[src/hdl/dmx512_three_slot_receiver_top_assert.svh]
// Assertion macros used by the DMX512 three-slot receiver RTL.
`ifndef DMX512_THREE_SLOT_RECEIVER_TOP_ASSERT_SVH
`define DMX512_THREE_SLOT_RECEIVER_TOP_ASSERT_SVH

// The consequent must hold in the same cycle as the antecedent.
`define DMX_ASSERT_SAME(label, clk, rst_n, ante, cons) \
    label: assert property (@(posedge clk) disable iff (!rst_n) (ante) |-> (cons)) \
        else $error("dmx_rx assertion failed");

// The consequent must hold in the cycle after the antecedent.
`define DMX_ASSERT_NEXT(label, clk, rst_n, ante, cons) \
    label: assert property (@(posedge clk) disable iff (!rst_n) (ante) |=> (cons)) \
        else $error("dmx_rx assertion failed");

`endif

[src/hdl/dmx_rx_pkg.sv]
// Package with widths, codes and types of the DMX512 three-slot receiver.
package dmx_rx_pkg;

    localparam int unsigned SLOT_ADDRESS_W = 9;
    localparam int unsigned TIMEOUT_W      = 10;
    localparam int unsigned SLOT_COUNT_W   = 11;
    localparam int unsigned LEVEL_W        = 8;

    localparam int unsigned SLOT_COUNT_LIMIT_DEFAULT = 1023;

    localparam logic [SLOT_ADDRESS_W-1:0] SLOT_ADDRESS_RESET  = '0;
    localparam logic [TIMEOUT_W-1:0]      TIMEOUT_LIMIT_RESET = 10'd480;

    // Item kinds carried on tuser.
    localparam logic OPCODE_BYTE = 1'b0;
    localparam logic OPCODE_TICK = 1'b1;

    // Register map.
    localparam int unsigned APB_ADDR_W = 3;
    localparam int unsigned APB_DATA_W = 32;
    localparam logic [APB_ADDR_W-1:0] ADDR_SLOT_ADDRESS  = 3'd0;
    localparam logic [APB_ADDR_W-1:0] ADDR_TIMEOUT_LIMIT = 3'd4;

    localparam int unsigned IN_TDATA_W  = 16;
    localparam int unsigned OUT_TDATA_W = 32;

    typedef struct packed {
        logic [SLOT_ADDRESS_W-1:0] slot_address;
        logic [TIMEOUT_W-1:0]      timeout_limit;
    } t_cfg;

    // Packed with red in the lowest bits, matching the output word layout.
    typedef struct packed {
        logic               packet_committed;
        logic               signal_present;
        logic [LEVEL_W-1:0] blue_level;
        logic [LEVEL_W-1:0] green_level;
        logic [LEVEL_W-1:0] red_level;
    } t_result;

    localparam int unsigned RESULT_W = $bits(t_result);

endpackage

[src/hdl/dmx512_three_slot_receiver_top.sv]
// Top level of the DMX512 three-slot receiver: stream ports, pipeline and config port.
// A word waits in the input register until the result register is free, then its result
// is registered there. Throughput: one word per cycle while the result side accepts; the
// update logic between the two registers handles any word, byte or tick combinationally.
// Reset (synchronous, active low) empties both pipeline registers, clears the packet state,
// sets the idle count and timeout limit to 480 and the slot address to zero.
module dmx512_three_slot_receiver_top
    import dmx_rx_pkg::*;
#(
    // Saturation point of the slot counter; legal range 515 to 1023.
    parameter int unsigned SLOT_COUNT_LIMIT = SLOT_COUNT_LIMIT_DEFAULT
) (
    input  logic                   i_clk,
    input  logic                   i_rst_n,

    // Input stream.
    input  logic                   s_axis_tvalid,
    output logic                   s_axis_tready,
    input  logic [IN_TDATA_W-1:0]  s_axis_tdata,  // [7:0] data_byte, [8] frame_error, rest zero
    input  logic                   s_axis_tuser,  // [0] opcode (0 byte, 1 tick)

    // Result stream.
    output logic                   m_axis_tvalid,
    input  logic                   m_axis_tready,
    output logic [OUT_TDATA_W-1:0] m_axis_tdata,  // [7:0] red_level, [15:8] green_level,
                                                  // [23:16] blue_level, [24] signal_present,
                                                  // [25] packet_committed, rest zero

    // Configuration port.
    input  logic                   psel,
    input  logic                   penable,
    input  logic                   pwrite,
    input  logic [APB_ADDR_W-1:0]  paddr,
    input  logic [APB_DATA_W-1:0]  pwdata,
    output logic [APB_DATA_W-1:0]  prdata,
    output logic                   pready
);

    // Two-entry pipeline: an input register holding the accepted word, and a result
    // register holding the finished result. The packet state is updated as a word moves
    // from the first to the second, so the order of state updates matches the order in
    // which words were accepted regardless of stalls on either side.
    logic                 r_in_valid;
    logic                 r_in_opcode;
    logic [LEVEL_W-1:0]   r_in_data_byte;
    logic                 r_in_frame_error;
    logic                 r_out_valid;
    t_result              r_out_result;

    logic                 w_out_free;
    logic                 w_advance;
    logic                 w_in_fire;
    t_cfg                 w_cfg;
    t_result              w_result;

    // The result register can take a new result when it is empty or being drained.
    assign w_out_free    = !r_out_valid || m_axis_tready;
    assign w_advance     = r_in_valid && w_out_free;
    // A new word enters when the input register is empty or is moving on this cycle.
    assign s_axis_tready = !r_in_valid || w_out_free;
    assign w_in_fire     = s_axis_tvalid && s_axis_tready;

    always_ff @(posedge i_clk) begin
        if (!i_rst_n) begin
            r_in_valid  <= 1'b0;
            r_out_valid <= 1'b0;
        end else begin
            if (w_in_fire) begin
                r_in_valid <= 1'b1;
            end else if (w_advance) begin
                r_in_valid <= 1'b0;
            end
            if (w_advance) begin
                r_out_valid <= 1'b1;
            end else if (m_axis_tready) begin
                r_out_valid <= 1'b0;
            end
        end
    end

    // Payload registers carry no reset; their valid flags guard them.
    always_ff @(posedge i_clk) begin
        if (w_in_fire) begin
            r_in_opcode      <= s_axis_tuser;
            r_in_data_byte   <= s_axis_tdata[LEVEL_W-1:0];
            r_in_frame_error <= s_axis_tdata[LEVEL_W];
        end
        if (w_advance) begin
            r_out_result <= w_result;
        end
    end

    dmx_rx_regs u_regs (
        .i_clk     (i_clk),
        .i_rst_n   (i_rst_n),
        .i_psel    (psel),
        .i_penable (penable),
        .i_pwrite  (pwrite),
        .i_paddr   (paddr),
        .i_pwdata  (pwdata),
        .o_prdata  (prdata),
        .o_cfg     (w_cfg)
    );

    // The core commits its state only when a word moves into the result register.
    dmx_rx_core #(
        .SLOT_COUNT_LIMIT (SLOT_COUNT_LIMIT)
    ) u_core (
        .i_clk         (i_clk),
        .i_rst_n       (i_rst_n),
        .i_step        (w_advance),
        .i_opcode      (r_in_opcode),
        .i_data_byte   (r_in_data_byte),
        .i_frame_error (r_in_frame_error),
        .i_cfg         (w_cfg),
        .o_result      (w_result)
    );

    assign pready        = 1'b1;
    assign m_axis_tvalid = r_out_valid;
    assign m_axis_tdata  = {(OUT_TDATA_W - RESULT_W)'(0), r_out_result};

endmodule

[src/hdl/dmx_rx_regs.sv]
// Configuration register file of the DMX512 receiver behind an APB-style port.
module dmx_rx_regs
    import dmx_rx_pkg::*;
(
    input  logic                  i_clk,
    input  logic                  i_rst_n,
    input  logic                  i_psel,
    input  logic                  i_penable,
    input  logic                  i_pwrite,
    input  logic [APB_ADDR_W-1:0] i_paddr,
    input  logic [APB_DATA_W-1:0] i_pwdata,
    output logic [APB_DATA_W-1:0] o_prdata,
    output t_cfg                  o_cfg
);

    t_cfg r_cfg;
    t_cfg n_cfg;
    logic w_write;

    assign w_write = i_psel && i_penable && i_pwrite;

    always_comb begin
        n_cfg = r_cfg;
        if (w_write) begin
            case (i_paddr)
                ADDR_SLOT_ADDRESS:  n_cfg.slot_address  = i_pwdata[SLOT_ADDRESS_W-1:0];
                ADDR_TIMEOUT_LIMIT: n_cfg.timeout_limit = i_pwdata[TIMEOUT_W-1:0];
                default:            n_cfg = r_cfg;
            endcase
        end
    end

    always_ff @(posedge i_clk) begin
        if (!i_rst_n) begin
            r_cfg.slot_address  <= SLOT_ADDRESS_RESET;
            r_cfg.timeout_limit <= TIMEOUT_LIMIT_RESET;
        end else begin
            r_cfg <= n_cfg;
        end
    end

    always_comb begin
        case (i_paddr)
            ADDR_SLOT_ADDRESS:  o_prdata = APB_DATA_W'(r_cfg.slot_address);
            ADDR_TIMEOUT_LIMIT: o_prdata = APB_DATA_W'(r_cfg.timeout_limit);
            default:            o_prdata = '0;
        endcase
    end

    assign o_cfg = r_cfg;

endmodule

[src/hdl/dmx_rx_core.sv]
// Packet state of the DMX512 receiver and the per-word update logic.
module dmx_rx_core
    import dmx_rx_pkg::*;
#(
    parameter int unsigned SLOT_COUNT_LIMIT = SLOT_COUNT_LIMIT_DEFAULT
) (
    input  logic               i_clk,
    input  logic               i_rst_n,
    input  logic               i_step,
    input  logic               i_opcode,
    input  logic [LEVEL_W-1:0] i_data_byte,
    input  logic               i_frame_error,
    input  t_cfg               i_cfg,
    output t_result            o_result
);

    `include "dmx512_three_slot_receiver_top_assert.svh"

    localparam logic [SLOT_COUNT_W-1:0] SLOT_MAX = SLOT_COUNT_W'(SLOT_COUNT_LIMIT);

    logic [SLOT_COUNT_W-1:0] r_slot_count, n_slot_count;
    logic [SLOT_COUNT_W-1:0] r_prev_size,  n_prev_size;
    logic                    r_packet_good, n_packet_good;
    logic [LEVEL_W-1:0]      r_cap_red,   n_cap_red;
    logic [LEVEL_W-1:0]      r_cap_green, n_cap_green;
    logic [LEVEL_W-1:0]      r_cap_blue,  n_cap_blue;
    logic [LEVEL_W-1:0]      r_held_red,   n_held_red;
    logic [LEVEL_W-1:0]      r_held_green, n_held_green;
    logic [LEVEL_W-1:0]      r_held_blue,  n_held_blue;
    logic [TIMEOUT_W-1:0]    r_idle_ticks, n_idle_ticks;
    logic                    w_committed;

    logic [SLOT_COUNT_W-1:0] w_slot_idx;
    logic [SLOT_COUNT_W-1:0] w_addr_red;
    logic                    w_is_break;
    logic                    w_good_at_break;

    assign w_slot_idx = r_slot_count - SLOT_COUNT_W'(1);
    assign w_addr_red = SLOT_COUNT_W'(i_cfg.slot_address);
    assign w_is_break = i_frame_error && (i_data_byte == '0);
    // A size change since the last break spoils the packet before the commit check.
    assign w_good_at_break = r_packet_good && (r_slot_count == r_prev_size);

    always_comb begin
        n_slot_count = r_slot_count;
        n_prev_size  = r_prev_size;
        n_packet_good = r_packet_good;
        n_cap_red    = r_cap_red;
        n_cap_green  = r_cap_green;
        n_cap_blue   = r_cap_blue;
        n_held_red   = r_held_red;
        n_held_green = r_held_green;
        n_held_blue  = r_held_blue;
        n_idle_ticks = r_idle_ticks;
        w_committed  = 1'b0;

        if (i_opcode == OPCODE_TICK) begin
            if (r_idle_ticks < i_cfg.timeout_limit) begin
                n_idle_ticks = r_idle_ticks + TIMEOUT_W'(1);
            end
        end else if (w_is_break) begin
            n_prev_size = r_slot_count;
            if (w_good_at_break) begin
                n_idle_ticks = '0;
                n_held_red   = r_cap_red;
                n_held_green = r_cap_green;
                n_held_blue  = r_cap_blue;
                w_committed  = 1'b1;
            end
            n_cap_red     = '0;
            n_cap_green   = '0;
            n_cap_blue    = '0;
            n_packet_good = 1'b1;
            n_slot_count  = '0;
        end else if (i_frame_error) begin
            n_packet_good = 1'b0;
        end else begin
            if (r_slot_count == '0) begin
                if (i_data_byte != '0) begin
                    n_packet_good = 1'b0;
                end
            end else if (w_slot_idx == w_addr_red) begin
                n_cap_red = i_data_byte;
            end else if (w_slot_idx == w_addr_red + SLOT_COUNT_W'(1)) begin
                n_cap_green = i_data_byte;
            end else if (w_slot_idx == w_addr_red + SLOT_COUNT_W'(2)) begin
                n_cap_blue = i_data_byte;
            end
            if (r_slot_count < SLOT_MAX) begin
                n_slot_count = r_slot_count + SLOT_COUNT_W'(1);
            end
        end

        // Timed out: pin the count at the limit and force the outputs off.
        if (n_idle_ticks >= i_cfg.timeout_limit) begin
            n_idle_ticks = i_cfg.timeout_limit;
            n_held_red   = '0;
            n_held_green = '0;
            n_held_blue  = '0;
        end
    end

    always_ff @(posedge i_clk) begin
        if (!i_rst_n) begin
            r_slot_count  <= '0;
            r_prev_size   <= '0;
            r_packet_good <= 1'b0;
            r_cap_red     <= '0;
            r_cap_green   <= '0;
            r_cap_blue    <= '0;
            r_held_red    <= '0;
            r_held_green  <= '0;
            r_held_blue   <= '0;
            r_idle_ticks  <= TIMEOUT_LIMIT_RESET;
        end else if (i_step) begin
            r_slot_count  <= n_slot_count;
            r_prev_size   <= n_prev_size;
            r_packet_good <= n_packet_good;
            r_cap_red     <= n_cap_red;
            r_cap_green   <= n_cap_green;
            r_cap_blue    <= n_cap_blue;
            r_held_red    <= n_held_red;
            r_held_green  <= n_held_green;
            r_held_blue   <= n_held_blue;
            r_idle_ticks  <= n_idle_ticks;
        end
    end

    assign o_result.red_level        = n_held_red;
    assign o_result.green_level      = n_held_green;
    assign o_result.blue_level       = n_held_blue;
    assign o_result.signal_present   = n_idle_ticks < i_cfg.timeout_limit;
    assign o_result.packet_committed = w_committed;

    `DMX_ASSERT_NEXT(a_idle_clamped, i_clk, i_rst_n, i_step,
        r_idle_ticks <= $past(i_cfg.timeout_limit))
    `DMX_ASSERT_NEXT(a_break_restarts, i_clk, i_rst_n,
        i_step && (i_opcode == OPCODE_BYTE) && w_is_break, r_slot_count == '0)
    `DMX_ASSERT_SAME(a_commit_only_at_break, i_clk, i_rst_n, w_committed,
        (i_opcode == OPCODE_BYTE) && w_is_break && r_packet_good)

endmodule

[config.mk]
export PLATFORM = sky130hd
export DESIGN_NAME = dmx512_three_slot_receiver_top
export DESIGN_NICKNAME = d
export VERILOG_FILES = /design/src/hdl/dmx_rx_pkg.sv /design/src/hdl/dmx512_three_slot_receiver_top.sv /design/src/hdl/dmx_rx_regs.sv /design/src/hdl/dmx_rx_core.sv
export VERILOG_INCLUDE_DIRS = /design/src /design/src/hdl
export SDC_FILE = /design/constraint.sdc
export NUM_CORES = 1
export LEC_CHECK = 0
export BUFFER_PORTS_ARGS = -buffer_cell sky130_fd_sc_hd__buf_4
export CAP_MARGIN = 25
export CORE_MARGIN = 3
export CORE_UTILIZATION = 40
export DETAILED_ROUTE_END_ITERATION = 8
export GPL_ROUTABILITY_DRIVEN = 0
export PLACE_DENSITY = 0.59
export SKIP_CTS_REPAIR_TIMING = 1
export SYNTH_ARGS = -nofsm -noshare
export SYNTH_HDL_FRONTEND = slang
export SYNTH_SLANG_ARGS = --single-unit
[constraint.sdc]
create_clock -name i_clk -period 11.2 [get_ports i_clk]
set_input_delay 2.24 -clock i_clk [delete_from_list [all_inputs] [get_ports i_clk]]
set_output_delay 2.24 -clock i_clk [all_outputs]
set_load 0.005 [all_outputs]
==> impl_metrics.yaml, run 1 <==
outcome:
  status: "finished, final reports clean"
global_routing:
  antenna_found_initial: 0
  grt.overflow.total: 0
  grt_max_degree: 71
  grt_pass1_wl_um: 28910
  grt_usage_pct: 17.69
  grt_pass1_vias: 5638
drt:
  drt-initial-drc-count: 399
  vias: 5857
  drc: 0
  firstDrtPassIters: 5
  wl_per_cell_um: 15.76
  ant_nets: 0
  via_per_inst: 5.262
  wirelength_um: 17550
place:
  io_buffers: 67
  place_hpwl_um: 12040
  place_area_mm2: 0.008000
finish:
  fillers: 1705
  drive_gt1_share_pct: 13.91
  seq_area_mm2: 0.003123
  nets: 963
  post-route-cell-area_mm2: 0.008596
  antennaDiodeCount: 0
  multi_input_area_mm2: 0.003956
  syn_to_final_growth_pct: 15.56
setup_path:
  crit_path_max_incr_delay_ns: 0.62
  slowest_stage: "a21oi_1"
  crit_type: "reg2reg"
  r2r_start: "u_regs.o_cfg[3]"
  startpoint: "u_regs.o_cfg[3]"
  critPathRequiredTime_ns: 11.45
  crit_top_cell: "a21oi_1"
  cp.arrival_ns: 6.44
  cp-end-kind: "flip-flop"
  path_max_fanout: 17
  cp-start-kind: "flip-flop"
floorplan:
  fp.dieH_um: 142.4
  die_x_um: 142.4
  core_area_mm2: 0.01809
  fp-row-count: 49
  start_util_pct: 41.13
  ios: 126
  fp.dieArea_mm2: 0.02027
sta:
  setup_viol: 0
  setup_tns_ns: 0
  finalCritPeriodShare_pct: 55.26
  hold-worst-slack_ns: 0.4904
  fmax_mhz: 161.6
  worst-slew-pin-transition_ns: 0.7837
  finalClockSkew_ns: 0.01430
  slew_viol_final: 0
  relSlewSlack_pct: 47.75
  final_hold_viol_count: 0
  rsz0062_at_grt: "no"
  min_period_ns: 6.189
logic_synthesis:
  ys_types: 57
  yosysWarnings: 0
  synth-async-reset-ratio_pct: 0
  synth_area_mm2: 0.007438
  ys.flop_type: "dfxtp_1"
  yosysSeqAreaShare_pct: 41.98
  syn_inst: 826
  synth.avg_cell_area_um2: 9.005
  synth_edf_count: 36
  synth_seq_cells: 138
pwr:
  swShare_pct: 24.17
  power_switching_mw: 0.2926
  p_leak_nw: 3.560
  p_comb_share_pct: 9.5
  power_frac_clock_pct: 46.9
  internal-power_mw: 0.9183
  seqPwrFrac_pct: 43.6
  irDropWorstVdd_mv: 0.1053
  cellPowerDensity_mw_per_mm2: 140.9
clocking:
  clkLatencyLatePin_ns: 0.42
  numCtsBuffers: 17
  clk_pin_slew_ns: 0.06
  cts_buffer_depth: 2
  cts_max_level: 4
  root_buffer: "clkbuf_16"
  clock-sinks: 138
  cts_tree: "yes"
hold_path:
  min_from: "u_core.r_cap_blue[6]"
  hold_class: "reg2reg"
flow_run:
  maxCapViolations: 0
## sequential cells by signal (all words and copies together), names as in the netlist
register / count
m_axis_tdata: 26
u_regs.o_cfg: 19
u_core.r_prev_size: 11
u_core.r_slot_count: 11
u_core.r_idle_ticks: 10
r_in_data_byte: 8
u_core.r_cap_blue: 8
u_core.r_cap_green: 8
u_core.r_cap_red: 8
u_core.r_held_blue: 8
u_core.r_held_green: 8
u_core.r_held_red: 8
m_axis_tvalid: 1
r_in_frame_error: 1
r_in_opcode: 1
r_in_valid: 1
u_core.r_packet_good: 1
## stage by stage
step | instances | utilization, % | power (mW) | setup WS, ns
after CTS | 1113 | 47.53 | 1.226 | 5.063
after global placement | 1079 | 44.11 | 0.6533 | 5.046
after global routing | 1113 | 47.53 | 1.260 | 4.645
after detailed placement | 1081 | 44.23 | 0.6538 | 5.100
after floorplan | 853 | - | 0.6181 | 6.025
final | 1113 | 47.53 | 1.211 | 5.011
## synth_stat cells (3+ instances only)
cell type / n / share of area [%]
nand2_1: 115 / 5.8
nand3_1: 18 / 1.2
a22oi_1: 24 / 2.4
o211ai_1: 9 / 0.91
o21ba_2: 3 / 0.40
ha_1: 33 / 5.6
o21ai_0: 19 / 1.3
buf_1: 3 / 0.15
a21oi_1: 51 / 3.4
xnor3_1: 3 / 0.91
dfxtp_1: 102 / 27
o41ai_1: 3 / 0.35
or3_1: 6 / 0.50
nor3_1: 9 / 0.61
nand2b_1: 14 / 1.2
buf_2: 4 / 0.27
a22o_1: 8 / 0.94
a31oi_1: 5 / 0.42
edfxtp_1: 36 / 15
inv_1: 15 / 0.76
xor2_1: 21 / 2.5
and3_1: 12 / 1.0
nor2_1: 96 / 4.8
nor4_1: 10 / 0.84
xnor2_1: 20 / 2.4
clkbuf_1: 37 / 1.9
nand4_1: 12 / 1.0
and4_1: 6 / 0.71
buf_4: 30 / 3.0
mux2i_1: 57 / 7.7
and2_1: 4 / 0.34
a21o_1: 5 / 0.50
## final timing paths
kind | endpoint | slack [ns] | cells past startpoint
hold reg to reg | u_core.r_cap_blue[6] | 0.49 | 2
hold / removal | u_core.r_cap_blue[6] | 0.49 | 2
setup / recovery | m_axis_tdata[24] | 5.01 | 27
setup reg to reg | m_axis_tdata[24] | 5.01 | 27
## layer usage
layer	part of all wire (%)	up-vias	GRT usage [%]
met5	0	-	0
met3	4.3	21	3.965
li1	-	2939	-
met4	1.1	0	4.052
met1	48	2761	23.86
met2	47	136	29.14
## cell type report
cell class,instances,share of cell area [%]
clock buffer,20,5.197
clock inverter,12,1.732
inverter,15,0.6550
multi-input combinational,623,46.03
sequential,138,36.33
tap,229,3.333
timing repair buffer,76,6.725
## cell families (layout without fill, tap and decap cells)
group / after synthesis / in the layout / synth area share, %
muxes: 59 / 59 / 7.973
xor gates and xnor gates: 44 / 44 / 5.736
and+or+nand+nor: 315 / 315 / 19.51
AOI/OAI and AO/OA: 143 / 143 / 12.70
adders and majority gates: 33 / 33 / 5.551
other: 2 / 29 / 0.1010
buffers and inverters: 92 / 123 / 6.442
DFF: 138 / 138 / 41.98
## placed cells by master, fill, tap and decap left out, types with 8 or more instances in the layout
| cell type | n |
|---|---|
| mux2i_1 | 57 |
| dfxtp_1 | 102 |
| nand4_1 | 12 |
| buf_4 | 75 |
| a22oi_1 | 24 |
| nand2b_1 | 14 |
| a22o_1 | 8 |
| xnor2_1 | 20 |
| nor3_1 | 9 |
| edfxtp_1 | 36 |
| nor2_1 | 96 |
| a21oi_1 | 51 |
| nand2_1 | 115 |
| and3_1 | 12 |
| o211ai_1 | 9 |
| xor2_1 | 21 |
| nor4_1 | 10 |
| ha_1 | 33 |
| clkbuf_16 | 17 |
| o21ai_0 | 19 |
| nand3_1 | 18 |
| conb_1 | 29 |
| inv_1 | 14 |
## power groups by stage
stage	clock [mW]	sequential [mW]	combinational, mW
2_1_floorplan	0	0.536	0.0819
3_3_place_gp	0	0.539	0.115
3_5_place_dp	0	0.539	0.115
4_1_cts	0.583	0.528	0.116
5_1_grt	0.602	0.529	0.129
6_report	0.568	0.528	0.115
## worst max-delay path, delay by kind of cell, from the launching register on
family	cells	cell delay [ns]
xor+xnor	1	0.34
simple gates	4	0.36
compound gates	16	3.26
flops	1	0.43
mux	1	0.38
buf+inv	2	0.35
fa+ha+maj	3	0.88
Note: power is estimated with default switching activity, not from simulation.
==> run 2: changes to the inputs <==
ABC_AREA = 1   (was unset)
clock period = 5.9 ns   (was 11.2 ns; I/O delays follow)
==> impl_metrics.yaml, run 2 <==
logic_synthesis:
  synth_most_common_cell: "nand2_1"
  ys_top_cells_by_count: "270 x nand2_1, 135 x inv_1, 115 x nor2_1"
  synth.avg_cell_area_um2: 7.051
  synthTopCellsByArea: "dfxtp_1 26%, edfxtp_1 14%, nand2_1 13%, o21ai_0 6.8%, inv_1 6.5%"
  synth_edf_count: 36
  synth_seq_cells: 138
  synth_area_mm2: 0.007764
  yosysWarnings: 0
  synth_area_leader_cell: "dfxtp_1"
  yosysSeqAreaShare_pct: 40.23
  synth-async-reset-ratio_pct: 0
  ys_types: 40
  synth_top_area_share_pct: 26.30
  ys.flop_type: "dfxtp_1"
  syn_inst: 1101
global_routing:
  antenna_found_initial: 0
  grt_usage_pct: 17.83
  grt_pass1_vias: 6308
  grt_max_degree: 79
  grt.overflow.total: 0
  grt_pass1_wl_um: 31270
setup_path:
  cp-end-kind: "flip-flop"
  r2r_cells: 25
  startpoint: "r_in_data_byte[2]"
  crit_type: "reg2reg"
  cp-start-kind: "flip-flop"
  endpoint: "m_axis_tdata[24]"
  critPathRequiredTime_ns: 6.15
  cp.arrival_ns: 5.11
  r2r_start: "r_in_data_byte[2]"
  regToRegEndpoint: "m_axis_tdata[24]"
  path_max_fanout: 47
  reg2reg_slack_ns: 1.04
floorplan:
  fp.dieH_um: 145.3
  core_area_mm2: 0.01889
  fp.dieArea_mm2: 0.02112
  start_util_pct: 41.09
  ios: 126
  fp-row-count: 50
  die_x_um: 145.3
outcome:
  status: "finished, final reports clean"
place:
  place_hpwl_um: 13590
  io_buffers: 67
  place_ws_ns: 0.9668
hold_path:
  min_from: "u_core.r_prev_size[4]"
  hold_class: "reg2reg"
finish:
  nets: 1244
  antennaDiodeCount: 0
  drive_gt1_share_pct: 11.50
  layout_common_cells: "270 x nand2_1, 134 x inv_1, 115 x nor2_1"
  largest_register_ffs: 26
  syn_to_final_growth_pct: 15.18
  final_common_cell: "nand2_1"
sta:
  slew_viol_final: 0
  rsz0062_at_grt: "no"
  finalCritPeriodShare_pct: 82.37
  relSlewSlack_pct: 49.49
  setup_slack_ns: 1.040
  min_period_ns: 4.860
  setup_tns_ns: 0
  final_hold_viol_count: 0
  fmax_mhz: 205.8
  worst-slew-pin-transition_ns: 0.7576
  finalClockSkew_ns: 0.01234
  setup_viol: 0
clocking:
  clk_pin_slew_ns: 0.06
  clock-sinks: 138
  numCtsBuffers: 17
  cts_buffer_depth: 2
  cts_max_level: 4
  cts_tree: "yes"
  clkLatencyLatePin_ns: 0.41
  root_buffer: "clkbuf_16"
drt:
  vias: 6828
  drt-initial-drc-count: 474
  drc: 0
  ant_nets: 0
  firstDrtPassIters: 5
  via_per_inst: 4.792
  wirelength_um: 18820
  wl_per_cell_um: 13.21
pwr:
  cellPowerDensity_mw_per_mm2: 274.1
  irDropWorstVdd_mv: 0.1954
  p_leak_nw: 4.252
flow_run:
  maxCapViolations: 0
[run 2: cell count changes in the layout (fill, tap and decap cells not counted), moves of 11 or more]
cell / delta
nand2_1: +155
xor2_1: -18
nor2_1: +19
o22ai_1: +11
xnor2_1: -11
o21ai_0: +86
nand2b_1: -13
a21oi_1: +41
nand3_1: +36
mux2i_1: -57
a22oi_1: -24
inv_1: +120
[run 2: cell families after synthesis]
| group | Yosys count | synth area share (%) |
|---|---|---|
| and+or+nand+nor | 486 | 26.32 |
| DFF | 138 | 40.23 |
| xor gates and xnor gates | 12 | 1.354 |
| buffers and inverters | 211 | 11.93 |
| adders and majority gates | 33 | 5.318 |
| AOI/OAI and AO/OA | 219 | 14.76 |
| other | 2 | 0.09673 |
[run 2: routing by layer]
layer / GRT usage (%) / vias up / share of wire [%]
met1: 24.49 / 3068 / 49
li1: - / 3598 / -
met5: 0 / - / 0
met2: 28.86 / 146 / 45
met4: 4.986 / 0 / 1.2
met3: 3.404 / 16 / 4.7
[run 2: worst min-delay path by stage]
stage,endpoint,slack [ns],cells past startpoint
global route,u_core.r_prev_size[10],0.49,2
detailed placement,u_core.r_prev_size[10],0.45,2
floorplan,u_core.r_prev_size[2],0.43,2
finish,u_core.r_prev_size[4],0.46,2
global placement,u_core.r_prev_size[10],0.45,2
CTS,u_core.r_prev_size[4],0.46,2
[run 2: layout make-up]
cell class                      count  area (um^2)
Fill cell                        1979         9951
Multi-Input combinational cell    779         3831
Sequential cell                   138         3123
Inverter                          145        544.3
Timing Repair Buffer               71        533.0
Clock buffer                       20        446.7
Tap cell                          260        325.3
Clock inverter                     12        138.9
[run 2: worst max-delay path, stage by stage, from the launching register on]
cell and delay [ns]:
edfxtp_1 0.47, nor2_1 0.14, nand2_1 0.06, nor2_1 0.24
nand2_1 0.21, nor2_1 0.17, nand2_1 0.06, buf_4 0.27
inv_1 0.41, nor2_1 0.08, nand2_1 0.10, nand2_1 0.06
ha_1 0.29, nand2_1 0.12, nor2_1 0.08, o211ai_1 0.09
nand3_1 0.14, a31oi_4 0.16, clkinv_1 0.29, o21ai_0 0.37
ha_1 0.29, nand2_1 0.07, nor2_1 0.05, a211oi_1 0.17
o221ai_1 0.14, a21oi_1 0.17
[run 2: per-stage QoR]
| step | std cells | utilization, % | power (mW) | hold slack, ns | cell area, um^2 |
|---|---|---|---|---|---|
| floorplan | 1128 | - | 1.311 | 0.4336 | 7865 |
| global placement | 1393 | 44.23 | 1.415 | 0.4475 | 8357 |
| detailed placement | 1393 | 44.23 | 1.418 | 0.4510 | 8357 |
| CTS | 1425 | 47.33 | 2.481 | 0.4650 | 8942 |
| global route | 1425 | 47.33 | 2.578 | 0.4903 | 8942 |
| finish | 1425 | 47.33 | 2.451 | 0.4613 | 8942 |
[run 2: where the power goes]
group / switching (mW) / leakage, nW / total [mW] / internal [mW]
registers: 0.0233 / 1.17 / 1.04 / 1.01
logic: 0.229 / 2.80 / 0.356 / 0.127
clock network: 0.419 / 0.285 / 1.06 / 0.639
total: 0.671 / 4.25 / 2.45 / 1.78
==> run 3: changes to the inputs <==
clock period = 4.7 ns   (was 5.9 ns; I/O delays follow)
==> impl_metrics.yaml, run 3 (same netlist as run 2, synthesis figures left out) <==
place:
  place_hpwl_um: 14350
  place_ws_ns: 0.08793
  place_area_mm2: 0.008514
  dp_cells: 1414
  io_buffers: 67
global_routing:
  grt_pass1_wl_um: 32410
  grt_usage_pct: 18.68
  antenna_found_initial: 0
  grt.overflow.total: 0
  grt_pass1_vias: 6502
  grt_max_degree: 78
finish:
  post-route-cell-area_mm2: 0.009119
  antennaDiodeCount: 0
  finalNonFillerCells: 1447
  layout_common_cells: "269 x nand2_1, 134 x inv_1, 113 x nor2_1"
  syn_to_final_growth_pct: 17.45
  drive_gt1_share_pct: 13.56
  nets: 1267
  fillers: 1969
  seq_area_mm2: 0.003123
  final_common_cell: "nand2_1"
  multi_input_area_mm2: 0.003852
  largest_register_ffs: 26
clocking:
  clock-sinks: 138
  clkLatencyLatePin_ns: 0.42
  cts_tree: "yes"
  cts_max_level: 4
  clk_pin_slew_ns: 0.06
  cts_buffer_depth: 2
  numCtsBuffers: 17
  root_buffer: "clkbuf_16"
pwr:
  irDropWorstVdd_mv: 0.2669
  p_leak_nw: 4.352
  cellPowerDensity_mw_per_mm2: 339.3
sta:
  hold-worst-slack_ns: 0.4575
  setup_tns_ns: 0
  finalClockSkew_ns: 0.009514
  relSlewSlack_pct: 42.04
  slew_viol_final: 0
  worst-slew-pin-transition_ns: 0.8681
  finalCritPeriodShare_pct: 91.81
  fmax_mhz: 231.7
  setup_slack_ns: 0.3849
  setup_viol: 0
  final_hold_viol_count: 0
  min_period_ns: 4.315
  rsz0062_at_grt: "no"
floorplan:
  fp-row-count: 50
  fp.dieH_um: 145.3
  die_x_um: 145.3
  start_util_pct: 41.09
  core_area_mm2: 0.01889
  fp.dieArea_mm2: 0.02112
  ios: 126
setup_path:
  cp-end-kind: "flip-flop"
  path_max_fanout: 23
  crit_type: "reg2reg"
  startpoint: "u_regs.o_cfg[7]"
  reg2reg_slack_ns: 0.38
  critPathRequiredTime_ns: 4.86
  cp.arrival_ns: 4.48
  r2r_cells: 25
  r2r_start: "u_regs.o_cfg[7]"
  cp-start-kind: "flip-flop"
  regToRegEndpoint: "m_axis_tdata[24]"
hold_path:
  min_from: "u_core.r_prev_size[4]"
  hold_class: "reg2reg"
  min_delay_worst_endpoint: "u_core.r_prev_size[4]"
  min_path_cells: 2
drt:
  via_per_inst: 4.821
  wl_per_cell_um: 13.64
  firstDrtPassIters: 5
  drt-initial-drc-count: 455
  vias: 6976
  ant_nets: 0
  drc: 0
  wirelength_um: 19740
flow_run:
  maxCapViolations: 0
outcome:
  status: "finished, final reports clean"
## run 3: changes by cell type in the layout (fill, tap and decap cells not counted), moves of 2 or more
cell,before,now
buf_4,71,93
clkinv_4,4,2
clkinvlp_4,1,4
inv_6,3,1
nor2_1,115,113
nor2_2,5,7
o21ai_0,105,103
o21ai_1,0,2
## run 3: cell type report
class | instances | share of cell area, %
multi-input cells | 779 | 42.25
inverters | 145 | 6.010
repair buffers | 94 | 7.780
clock inverters | 11 | 1.358
well taps | 260 | 3.568
clock buffers | 20 | 4.789
flip-flops and latches | 138 | 34.25
## run 3: where the power goes
group          internal, mW  switching [mW]
clock                 0.777           0.515
sequential             1.27          0.0287
combinational         0.188           0.311
## run 3: per-stage QoR
stage | util [%] | total power [mW]
6_report | 48.26 | 3.094
5_1_grt | 48.26 | 3.255
4_1_cts | 48.03 | 3.112
3_5_place_dp | 45.07 | 1.811
3_3_place_gp | 45.07 | 1.802
2_1_floorplan | - | 1.645
## run 3: worst max-delay path: stages (launching register included)
cell and delay [ns]:
dfxtp_1 0.34, inv_1 0.06, ha_1 0.29, a21oi_1 0.13
nor2_1 0.05, nor2_1 0.15, nand3_2 0.15, nor2_2 0.19
nand2_1 0.09, o21ai_0 0.15, nand3_1 0.16, inv_1 0.09
ha_1 0.22, nand2_1 0.11, nor2_1 0.08, o211ai_1 0.09
nand3_1 0.15, a31oi_4 0.22, buf_6 0.25, nand2_1 0.08
o21ai_0 0.17, inv_1 0.10, ha_1 0.28, nand4_1 0.13
o221ai_1 0.26, a21oi_2 0.07
## run 3: worst max-delay path by stage
stage	cells past startpoint	end	slack, ns
4_1_cts	24	m_axis_tdata[24]	0.04
2_1_floorplan	28	m_axis_tdata[24]	0.64
6_report	25	m_axis_tdata[24]	0.38
3_3_place_gp	23	m_axis_tdata[24]	0.15
3_5_place_dp	24	m_axis_tdata[24]	0.09
5_1_grt	27	m_axis_tdata[24]	0.04
## run 3: routing by layer
layer | vias up | part of all wire [%] | track usage [%]
li1 | 3651 | - | -
met1 | 3159 | 48 | 25.22
met2 | 141 | 47 | 30.94
met3 | 25 | 4.1 | 3.623
met4 | 0 | 1.2 | 4.701
met5 | - | 0 | 0
